==> src/hdl/smq_pkg.sv <==
// smq_pkg: shared types, constants and helper functions for the scrolling marquee
// used by smq_cell and scrolling_marquee_text; no dependencies
package smq_pkg;

  localparam int unsigned DisplayWidth = 20;
  localparam int unsigned MaxInserts   = 16;

  localparam int unsigned TagW   = $clog2(DisplayWidth);
  localparam int unsigned IpW    = $clog2(DisplayWidth + 1);
  localparam int unsigned CountW = $clog2(MaxInserts + 1);

  localparam logic [7:0] KeyReverse = 8'h3C;
  localparam logic [7:0] KeyExit    = 8'h23;
  localparam logic [7:0] KeyDigLo   = 8'd48;
  localparam logic [7:0] KeyDigHi   = 8'd57;
  localparam logic [7:0] KeyUpLo    = 8'd65;
  localparam logic [7:0] KeyUpHi    = 8'd90;
  localparam logic [7:0] KeyLoLo    = 8'd97;
  localparam logic [7:0] KeyLoHi    = 8'd122;

  localparam logic [7:0] GlyphRight = 8'h3E;
  localparam logic [7:0] GlyphLeft  = 8'h3C;
  localparam logic [7:0] GlyphSpace = 8'h20;

  typedef logic [TagW-1:0]   tag_t;
  typedef logic [IpW-1:0]    ip_t;
  typedef logic [CountW-1:0] count_t;

  typedef enum logic [1:0] {
    OpHold,
    OpInsert,
    OpLeft,
    OpRight
  } smq_op_e;

  typedef struct packed {
    smq_op_e    op;
    logic [7:0] key;
    ip_t        ip;
  } smq_ctrl_t;

  function automatic logic [7:0] reset_glyph(int unsigned k);
    logic [7:0] g;
    if (k < 2) begin
      g = GlyphRight;
    end else if (k < 4) begin
      g = GlyphLeft;
    end else begin
      g = GlyphSpace;
    end
    return g;
  endfunction

  function automatic logic is_alnum(logic [7:0] c);
    return ((c >= KeyDigLo) && (c <= KeyDigHi)) ||
           ((c >= KeyUpLo) && (c <= KeyUpHi)) ||
           ((c >= KeyLoLo) && (c <= KeyLoHi));
  endfunction

endpackage

==> src/hdl/smq_cell.sv <==
// smq_cell: one display cell of the marquee ring, holding a glyph and its text position
// depends on smq_pkg
module smq_cell (
  input  logic              clk_i,
  input  logic              rst_ni,
  input  smq_pkg::smq_ctrl_t ctrl_i,
  input  logic [7:0]        rst_glyph_i,
  input  smq_pkg::tag_t     rst_tag_i,
  input  logic [7:0]        left_glyph_i,
  input  smq_pkg::tag_t     left_tag_i,
  input  logic [7:0]        right_glyph_i,
  input  smq_pkg::tag_t     right_tag_i,
  output logic [7:0]        glyph_o,
  output smq_pkg::tag_t     tag_o
);
  import smq_pkg::*;

  logic [7:0] glyph_q, glyph_d;
  tag_t       tag_q, tag_d;
  ip_t        pos;

  assign pos = ip_t'(tag_q);

  always_comb begin
    glyph_d = glyph_q;
    tag_d   = tag_q;
    unique case (ctrl_i.op)
      OpInsert: begin
        if (pos == ctrl_i.ip) begin
          glyph_d = ctrl_i.key;
        end else if (pos > ctrl_i.ip) begin
          glyph_d = left_glyph_i;
        end
      end
      OpLeft: begin
        glyph_d = right_glyph_i;
        tag_d   = right_tag_i;
      end
      OpRight: begin
        glyph_d = left_glyph_i;
        tag_d   = left_tag_i;
      end
      default: begin
      end
    endcase
  end

  always_ff @(posedge clk_i or negedge rst_ni) begin
    if (!rst_ni) begin
      glyph_q <= rst_glyph_i;
      tag_q   <= rst_tag_i;
    end else begin
      glyph_q <= glyph_d;
      tag_q   <= tag_d;
    end
  end

  assign glyph_o = glyph_q;
  assign tag_o   = tag_q;

endmodule

==> src/hdl/scrolling_marquee_text.sv <==
// scrolling_marquee_text: top level, tick sequencer around a ring of smq_cell
// depends on smq_pkg and smq_cell
//
//   chan  handshake                  dir     transaction
//   in    in_valid_i / in_ready_o    sink    one frame tick: has_key_i, key_code_i
//   out   out_valid_o / out_ready_i  source  one column: glyph_o, column_last_o, exit_seen_o
//
// a tick passes the idle state that accepts it and the align state, then yields one column
// per cycle without stalls as the ring rotates left under cell 0
// the key insert is applied to all cells at the edge that accepts the tick
// reset loads the start text; after an exit tick later ticks are taken and dropped
// out stalls freeze the ring; in_ready_o is low while a frame is pending
module scrolling_marquee_text (
  input  logic       clk_i,
  input  logic       rst_ni,
  input  logic       in_valid_i,
  output logic       in_ready_o,
  input  logic       has_key_i,
  input  logic [7:0] key_code_i,
  output logic       out_valid_o,
  input  logic       out_ready_i,
  output logic [7:0] glyph_o,
  output logic       column_last_o,
  output logic       exit_seen_o
);
  import smq_pkg::*;

  localparam logic [1:0] StIdle  = 2'd0;
  localparam logic [1:0] StAlign = 2'd1;
  localparam logic [1:0] StEmit  = 2'd2;

  localparam tag_t LastCol = tag_t'(DisplayWidth - 1);

  logic [1:0] state_q, state_d;
  tag_t       col_q, col_d;
  logic       backward_q, backward_d;
  logic       exit_q, exit_d;
  logic       halted_q, halted_d;
  ip_t        ip_q, ip_d;
  count_t     count_q, count_d;
  smq_ctrl_t  ctrl;

  logic [7:0] glyph [DisplayWidth];
  tag_t       tag   [DisplayWidth];

  logic in_fire, out_fire, key_rev, key_exit, do_insert;

  assign in_ready_o  = (state_q == StIdle);
  assign out_valid_o = (state_q == StEmit);
  assign in_fire     = in_valid_i && in_ready_o && !halted_q;
  assign out_fire    = out_valid_o && out_ready_i;

  assign key_rev   = has_key_i && (key_code_i == KeyReverse);
  assign key_exit  = has_key_i && (key_code_i == KeyExit);
  assign do_insert = has_key_i && is_alnum(key_code_i) &&
                     (count_q < count_t'(MaxInserts)) && (ip_q < ip_t'(DisplayWidth));

  always_comb begin
    state_d    = state_q;
    col_d      = col_q;
    backward_d = backward_q;
    exit_d     = exit_q;
    halted_d   = halted_q;
    ip_d       = ip_q;
    count_d    = count_q;
    ctrl.op    = OpHold;
    ctrl.key   = key_code_i;
    ctrl.ip    = ip_q;
    unique case (state_q)
      StIdle: begin
        if (in_fire) begin
          backward_d = backward_q ^ key_rev;
          exit_d     = key_exit;
          state_d    = StAlign;
          if (do_insert) begin
            ctrl.op = OpInsert;
            ip_d    = ip_q + ip_t'(1);
            count_d = count_q + count_t'(1);
          end
        end
      end
      StAlign: begin
        ctrl.op = backward_q ? OpRight : OpLeft;
        col_d   = '0;
        state_d = StEmit;
      end
      StEmit: begin
        if (out_fire) begin
          ctrl.op = OpLeft;
          col_d   = col_q + tag_t'(1);
          if (col_q == LastCol) begin
            state_d  = StIdle;
            halted_d = exit_q;
          end
        end
      end
      default: begin
        state_d = StIdle;
      end
    endcase
  end

  always_ff @(posedge clk_i or negedge rst_ni) begin
    if (!rst_ni) begin
      state_q    <= StIdle;
      col_q      <= '0;
      backward_q <= 1'b0;
      exit_q     <= 1'b0;
      halted_q   <= 1'b0;
      ip_q       <= ip_t'(2);
      count_q    <= '0;
    end else begin
      state_q    <= state_d;
      col_q      <= col_d;
      backward_q <= backward_d;
      exit_q     <= exit_d;
      halted_q   <= halted_d;
      ip_q       <= ip_d;
      count_q    <= count_d;
    end
  end

  for (genvar k = 0; k < DisplayWidth; k++) begin : g_cell
    localparam int unsigned Left  = (k + DisplayWidth - 1) % DisplayWidth;
    localparam int unsigned Right = (k + 1) % DisplayWidth;
    smq_cell u_cell (
      .clk_i         (clk_i),
      .rst_ni        (rst_ni),
      .ctrl_i        (ctrl),
      .rst_glyph_i   (reset_glyph(k)),
      .rst_tag_i     (tag_t'(k)),
      .left_glyph_i  (glyph[Left]),
      .left_tag_i    (tag[Left]),
      .right_glyph_i (glyph[Right]),
      .right_tag_i   (tag[Right]),
      .glyph_o       (glyph[k]),
      .tag_o         (tag[k])
    );
  end

  assign glyph_o       = glyph[0];
  assign column_last_o = (col_q == LastCol);
  assign exit_seen_o   = exit_q;

`ifndef SYNTHESIS
  a_no_overlap: assert property (@(posedge clk_i) disable iff (!rst_ni)
    !(in_ready_o && out_valid_o))
    else $error("input taken while a frame is pending");

  a_frame_end: assert property (@(posedge clk_i) disable iff (!rst_ni)
    (out_fire && column_last_o) |=> in_ready_o)
    else $error("sequencer did not return to idle after last column");

  a_halt_sticks: assert property (@(posedge clk_i) disable iff (!rst_ni)
    halted_q |=> halted_q)
    else $error("halt cleared without reset");

  a_count_bound: assert property (@(posedge clk_i) disable iff (!rst_ni)
    count_q <= count_t'(MaxInserts))
    else $error("insert count over limit");

  a_exit_halts: assert property (@(posedge clk_i) disable iff (!rst_ni)
    (out_fire && column_last_o && exit_seen_o) |=> halted_q)
    else $error("exit frame did not halt");
`endif

endmodule
==> config.mk <==
export PLATFORM = sky130hd
export DESIGN_NAME = scrolling_marquee_text
export DESIGN_NICKNAME = d
export VERILOG_FILES = /design/src/hdl/smq_pkg.sv /design/src/hdl/smq_cell.sv /design/src/hdl/scrolling_marquee_text.sv
export SDC_FILE = /design/constraint.sdc
export NUM_CORES = 1
export LEC_CHECK = 0
export BUFFER_PORTS_ARGS = -buffer_cell sky130_fd_sc_hd__buf_4
export CAP_MARGIN = 20
export CORE_ASPECT_RATIO = 0.9
export CORE_MARGIN = 2
export CORE_UTILIZATION = 55
export DETAILED_ROUTE_END_ITERATION = 16
export HOLD_SLACK_MARGIN = 0.1
export MAX_ROUTING_LAYER = met4
export PLACE_DENSITY = 0.77
export SLEW_MARGIN = 20
export SYNTH_ARGS = -nofsm -noshare
export SYNTH_HDL_FRONTEND = slang
export SYNTH_SLANG_ARGS = --single-unit
==> constraint.sdc <==
create_clock -name clk_i -period 3.9 [get_ports clk_i]
set_input_delay 0.78 -clock clk_i [delete_from_list [all_inputs] [get_ports clk_i]]
set_output_delay 0.78 -clock clk_i [all_outputs]
set_load 0.02 [all_outputs]
# After elaboration in Yosys (flattened, before gate mapping)

Cells that the tools add are included.

$add $sub $neg: 3
$lt $le $gt $ge: 28
Equal/unequal tests: 51
Mux-type cells: 91
Bitwise gates (word level): 1
Reduce and logical (&&, ||, !) cells: 43

Operator list:

| cell                                                                              | number |
|---|---|
| 8-bit case mux with 3 select lines                                                | 20 |
| 8-bit two-way mux                                                                 | 40 |
| 5-bit case mux with 2 select lines                                                | 21 |
| 5-bit equality test                                                               | 20 |
| 5-bit > comparator                                                                | 20 |
| 3-bit by 1-bit != test with 1-bit output (second input constant)                  | 20 |
| 2-bit AND reduction                                                               | 22 |
| 8-bit by 6-bit equality test with 1-bit output (second input constant)            | 2 |
| 8-bit by 7-bit >= comparator with 1-bit output (second input constant)            | 2 |
| 8-bit by 7-bit less-or-equal comparator with 1-bit output (second input constant) | 2 |
| 5-bit by 1-bit adder with 5-bit output (second input constant)                    | 3 |
| 2-bit case mux with 3 select lines                                                | 2 |
| 1-bit logical AND                                                                 | 11 |
| 5-bit less-than comparator (second input constant)                                | 2 |
| 3-bit AND reduction                                                               | 3 |
| 8-bit by 6-bit >= comparator with 1-bit output (second input constant)            | 1 |
| 8-bit by 6-bit less-or-equal comparator with 1-bit output (second input constant) | 1 |
| 2-bit two-way mux                                                                 | 4 |
| 2-bit equality test (second input constant)                                       | 3 |
| 2-bit by 1-bit != test with 1-bit output (second input constant)                  | 3 |
| 5-bit equality test (second input constant)                                       | 1 |
| 5-bit two-way mux                                                                 | 1 |
| 2-bit by 1-bit equality test with 1-bit output (second input constant)            | 2 |
| 2-bit nonzero test                                                                | 2 |
| other kinds (6)                                                                   | 9 |

Register bits: 280
Bits of input ports: 13
Output and inout port bits: 12
Logic and storage cells: 264

# Logic depth before layout (Yosys ltp)

Depth after elaboration: 13
Depth in mapped cells: 10
Mapped depth without buffers: 8

# Worst setup path after synthesis

OpenSTA, ideal clock, no wires.

Kind: in2reg
Start point: input port key_code_i[4]
End point: register g_cell[0].u_cell.glyph_q[7]
Data arrival time: 2.530 ns
Required time: 3.772 ns
Slack: 1.243 ns
Cell stages on the path: 7
Buffers on the path: 1
Cell sequence: nor3_1 -> nor3b_1 -> a2111oi_4 -> o21a_2 -> buf_6 -> a21oi_2 -> mux2_1

Longest elaborated chain between the ends: 13
Elaborated cells on any way between the ends: 24

Ends and longest elaborated chain:

| item                                                                                                   | RTL line                     | text |
|---|---|---|
| from (decl)                                                                                            | scrolling_marquee_text.sv:19 | `input logic [7:0] key_code_i,` |
| 8-bit by 6-bit >= comparator with 1-bit output, or another cell as far along                           | smq_pkg.sv:55                | `return ((c >= KeyDigLo) && (c <= KeyDigHi)) \|\|` |
| 1-bit logical AND (on tied branches)                                                                   | smq_pkg.sv:55, smq_pkg.sv:56 |  |
| 1-bit logical OR                                                                                       | smq_pkg.sv:55                |  |
| 1-bit logical OR *                                                                                     | smq_pkg.sv:56                | `((c >= KeyUpLo) && (c <= KeyUpHi)) \|\|` |
| 1-bit logical AND * (2 in a row)                                                                       | scrolling_marquee_text.sv:55 | `assign do_insert = has_key_i && is_alnum(key_code_i) &&` |
| 1-bit logical AND *                                                                                    | scrolling_marquee_text.sv:56 | `(count_q < count_t'(MaxInserts)) && (ip_q < ip_t'(DisplayWidth));` |
| 1-bit two-way mux *                                                                                    | scrolling_marquee_text.sv:75 | `if (do_insert) begin` |
| 1-bit two-way mux *                                                                                    | scrolling_marquee_text.sv:71 | `if (in_fire) begin` |
| 2-bit case mux with 3 select lines *                                                                   | scrolling_marquee_text.sv:69 | `unique case (state_q)` |
| 2-bit by 1-bit equality test with 1-bit output / 2-bit equality test (equally long branches)           | smq_cell.sv:27               | `unique case (ctrl_i.op)` |
| 3-bit by 1-bit != test with 1-bit output (no source line) / 3-bit nonzero test (equally long branches) | n/a                          |  |
| 2-bit AND reduction (no source line)                                                                   | n/a                          |  |
| to (signal assigned)                                                                                   | smq_cell.sv:50               | `glyph_q <= rst_glyph_i;` |
| to (signal assigned)                                                                                   | smq_cell.sv:53               | `glyph_q <= glyph_d;` |
| to (decl)                                                                                              | smq_cell.sv:18               | `logic [7:0] glyph_q, glyph_d;` |

Mark *: on every way between the ends. The rest lies on a longest branch, timed or not.
A chain may end at the register's enable or synchronous reset.

# Worst setup path in the final report

Start point: register state_q[0]
End point: register g_cell[6].u_cell.glyph_q[2]

Longest elaborated chain between the ends: 8
Elaborated cells on any way between the ends: 16

Ends and longest elaborated chain:

| item                                                                                                   | RTL line                                                   | text |
|---|---|---|
| from (decl)                                                                                            | scrolling_marquee_text.sv:34                               | `logic [1:0] state_q, state_d;` |
| from (signal assigned)                                                                                 | scrolling_marquee_text.sv:105                              | `state_q <= StIdle;` |
| from (signal assigned)                                                                                 | scrolling_marquee_text.sv:113                              | `state_q <= state_d;` |
| 2-bit zero test                                                                                        | scrolling_marquee_text.sv:48, scrolling_marquee_text.sv:69 |  |
| 1-bit logical AND (2 in a row)                                                                         | scrolling_marquee_text.sv:50                               | `assign in_fire = in_valid_i && in_ready_o && !halted_q;` |
| 1-bit two-way mux                                                                                      | scrolling_marquee_text.sv:71                               |  |
| 2-bit case mux with 3 select lines *                                                                   | scrolling_marquee_text.sv:69                               |  |
| 2-bit by 1-bit equality test with 1-bit output / 2-bit equality test (equally long branches)           | smq_cell.sv:27                                             |  |
| 3-bit by 1-bit != test with 1-bit output (no source line) / 3-bit nonzero test (equally long branches) | n/a                                                        |  |
| 2-bit AND reduction (no source line)                                                                   | n/a                                                        |  |
| to (signal assigned)                                                                                   | smq_cell.sv:50                                             |  |
| to (signal assigned)                                                                                   | smq_cell.sv:53                                             |  |
| to (decl)                                                                                              | smq_cell.sv:18                                             |  |

Marked as above.

==> impl_results.rst <==
.. list-table::
   :header-rows: 1

   * - Metric
     - Value
   * - Result of the run
     - completed
   * - Clock Skew
     - 8.47 ps
   * - Placer congestion estimate
     - 0.889
   * - Final wirelength
     - 44300 um
   * - Slew at the pin closest to its max-slew limit
     - 1080 ps
   * - Post-DP Area
     - 0.0173 mm^2
   * - Category of the worst setup path launch point
     - flip-flop
   * - Final antenna-violating net count
     - 0
   * - HPWL after DPL
     - 30400 um
   * - Hold_buf cts
     - 0
   * - Endpoint type of the worst setup path
     - flip-flop
   * - Total Negative Setup Slacks
     - 0 ps
   * - Die Y
     - 169 um
   * - Async S/R FF share, synth
     - 100%
   * - Post-synthesis area per instance
     - 9.38 um^2
   * - Layout Nets
     - 1892
   * - Syn. warnings
     - 0
   * - Number of vias in the routed layout
     - 13900
   * - Drt initial violations
     - 1773
   * - Area share of the leading cell type in the synthesized netlist
     - 30.7%
   * - Maximum net fanout on the critical path
     - 43
   * - Starting density of the core
     - 55.9%
   * - Worst r2r src
     - state_q[0]
   * - Fillers
     - 2486
   * - Synthesized netlist net count
     - 1896
   * - Die X-Extent
     - 188 um
   * - GR Overflow Total
     - 0
   * - Layout cells sized above 1
     - 11.7%
   * - Largest cells by area after synthesis
     - dfrtp_1 31%, dfstp_2 12%, mux2i_1 10%
   * - Non-Filler Cell Area, Final
     - 0.0183 mm^2
   * - Vias in the first global route
     - 13400
   * - Wire length of the first global-routing pass
     - 72000 um
   * - Worst reg-to-reg path cell count
     - 6
   * - Clock-pin slew of the registers on the worst-case setup and hold paths
     - 60 ps
   * - DRC violation count after routing
     - 0
   * - Pin count of the biggest net entering global routing
     - 121
   * - Clock tree from TritonCTS
     - yes
   * - Delay of the slowest cell on the worst path
     - 890 ps
   * - Power Dens Cells
     - 744 mW/mm^2
   * - Number of I/O port buffers
     - 24
   * - Proportion of synthesized chip area in sequential cells
     - 42.5%
   * - Site Rows
     - 60
   * - Post-cts resize count
     - 0
   * - Largest delay contributor family on the critical path
     - simple AND/OR/NAND/NOR gates
   * - Type of the most critical hold path
     - in -> async
   * - Endpoint arrival time on the critical path
     - 3730 ps
   * - Post-synth top flop
     - dfrtp_1
   * - Fraction of the cycle the final worst path needs
     - 83.2%
   * - Deepest level of the CTS H-tree
     - 1
   * - Die area
     - 0.0318 mm^2
   * - Top-level I/O count
     - 25
   * - Number of antenna violations at the first check in global routing
     - 0
   * - Endpoint of the worst-slack reg-to-reg timing path
     - g_cell[6].u_cell.glyph_o[2]
   * - Hold Vio Cnt, Final
     - 0
   * - Util after Layout
     - 61.4%
   * - Cell with the biggest individual delay on the critical path
     - nor3_1
   * - 1st-pass router iterations
     - 14
   * - Fmax
     - 308 MHz
   * - Final count of negative-setup-slack endpoints
     - 0
   * - Inserted Clock Buffers
     - 30
   * - Post-synthesis cell count
     - 1780
   * - Number of vias per cell after detailed routing
     - 6.31
   * - Post-route non-filler standard cell count
     - 2203
   * - Crit path buf inv count
     - 1
   * - Number of stages on the worst setup path
     - 6
   * - Cell type contributing the most total cell area after synthesis
     - dfrtp_1
   * - List of cells traversed by the critical path
     - nand3b_1, nand2_4, buf_12, nor3_1, a222oi_1, mux2i_1
   * - Area of the placeable core
     - 0.0299 mm^2
   * - Critical path type
     - reg -> reg
   * - Detailed-route wire length per cell
     - 20.1 um
   * - Total count of max-transition violations in the final report
     - 0
   * - Number of flops mapped to enable cells by yosys
     - 0
   * - Worst ir drop on vdd
     - 473 uV
   * - RSZ-0062 raised after global routing
     - false
   * - Number of diodes added for antenna fixing
     - 0
   * - Worst slew margin relative to its limit
     - 27.3%
   * - Leak
     - 8.52 nW
   * - Shortest period the worst path allows
     - 3240 ps
   * - Buffers inserted during post-CTS setup optimization
     - 0
   * - Insertion delay of the later-clocked pin in the worst-skew pair
     - 570 ps
   * - CTS sink cnt
     - 280
   * - Cells after DPL
     - 2147
   * - Mapped cell area
     - 0.0167 mm^2
   * - Count of maximum capacitance violations
     - 0
   * - Clock root cell
     - clkbuf_16
   * - Clk buf depth
     - 3
   * - Area growth syn-to-layout
     - 9.89%
   * - GR Util All Layers
     - 28.8%
   * - CP Data Required Time
     - 4380 ps
   * - Number of distinct standard cells referenced by the synthesized netlist
     - 42
   * - Yosys reg bits
     - 280
   * - Setup slack of the most critical reg-to-reg path
     - 660 ps
[Yosys cell counts (13+ instances only)]
cell	instances
nand3_1	13
nand2_1	254
o21ai_0	29
a222oi_1	80
nor2b_1	14
dfstp_2	75
a21oi_2	20
dfrtp_1	205
nor3_1	14
a21oi_1	126
clkbuf_1	74
a22o_1	71
inv_1	179
mux2i_1	170
nand2b_1	22
nor2_1	134
a31oi_1	100
ha_1	103
[cell type report]
class / instances / area, um^2 / share of cell area [%]
Clock buffer: 45 / 918 / 5.01
Clock inverter: 11 / 130 / 0.709
Inverter: 179 / 672 / 3.66
Multi-Input combinational cell: 1228 / 8510 / 46.4
Sequential cell: 280 / 7100 / 38.7
Tap cell: 403 / 504 / 2.75
Timing Repair Buffer: 57 / 510 / 2.78
[sequential cells by signal, summed over array words and instances (netlist names)]
name / cells
col_q: 5
count_q: 5
state_q: 2
backward_q: 1
halted_q: 1
exit_seen_o: 1
g_cell.u_cell.tag_o: 100
ip_q: 5
g_cell.u_cell.glyph_o: 160
[power breakdown]
group          internal (mW)  total [mW]  switching [mW]
clock                   1.81        3.01            1.20
combinational           2.30        5.56            3.26
sequential              3.97        5.07            1.11
[placed cells by master (no fill, tap or decap), types with 2 or more instances in the layout]
cell type / n
o21ai_0: 29
nor3_1: 14
a21oi_1: 126
o21ai_4: 2
xor2_1: 4
nand4b_1: 2
a21oi_2: 20
clkbuf_8: 9
nand2_1: 253
mux2_1: 9
buf_12: 6
a221oi_1: 10
dfrtp_1: 205
xnor2_1: 4
mux2i_1: 170
nand2b_1: 22
inv_1: 179
nand3_1: 13
nor2b_1: 14
a22o_1: 71
a31oi_1: 100
clkbuf_16: 31
o22ai_1: 2
o21ai_1: 10
and4_1: 10
clkbuf_1: 5
a21o_1: 10
buf_4: 50
dfstp_2: 75
a222oi_1: 80
nand4_1: 4
ha_1: 103
bufinv_16: 3
clkinv_2: 8
a41o_1: 2
mux2_2: 2
nor2_1: 134
[per-stage QoR]
step / hold slack [ps] / setup WS [ps] / power (mW)
after global placement: 463 / 631 / 10.2
after detailed placement: 464 / 583 / 10.6
after floorplan: 428 / 1240 / 8.91
after CTS: 336 / 727 / 13.6
final: 270 / 656 / 13.6
after global routing: 376 / 463 / 14.6
[worst max path at each step]
stage / start / slack [ps] / end
global route: state_q[0] / 460 / g_cell[6].u_cell.glyph_o[2]
CTS: ip_q[1] / 730 / g_cell[18].u_cell.glyph_o[7]
detailed placement: key_code_i[7] / 580 / g_cell[10].u_cell.glyph_o[6]
global placement: key_code_i[7] / 630 / g_cell[18].u_cell.glyph_o[7]
finish: state_q[0] / 660 / g_cell[6].u_cell.glyph_o[2]
floorplan: key_code_i[4] / 1240 / g_cell[0].u_cell.glyph_o[7]
[per-layer routing]
layer	global-route usage (%)	vias up	part of all wire (%)
met3	3.16	115	7.9
met4	10.5	0	3.5
li1	-	6406	-
met1	39.9	6748	43
met2	44.2	628	45
met5	-	-	0
[logic make-up (layout without fill, tap and decap cells)]
logic type                 count (synthesis)  after routing  share of synthesized area (%)
buffers and inverters                    272            292                           6.72
xor gates and xnor gates                   8              8                          0.420
AOI/OAI and AO/OA                        464            464                           19.7
muxes                                    181            181                           10.9
and+or+nand+nor                          472            472                           12.0
adders and majority gates                103            103                           7.72
DFF                                      280            280                           42.5
(Power assumes the default switching activity.)
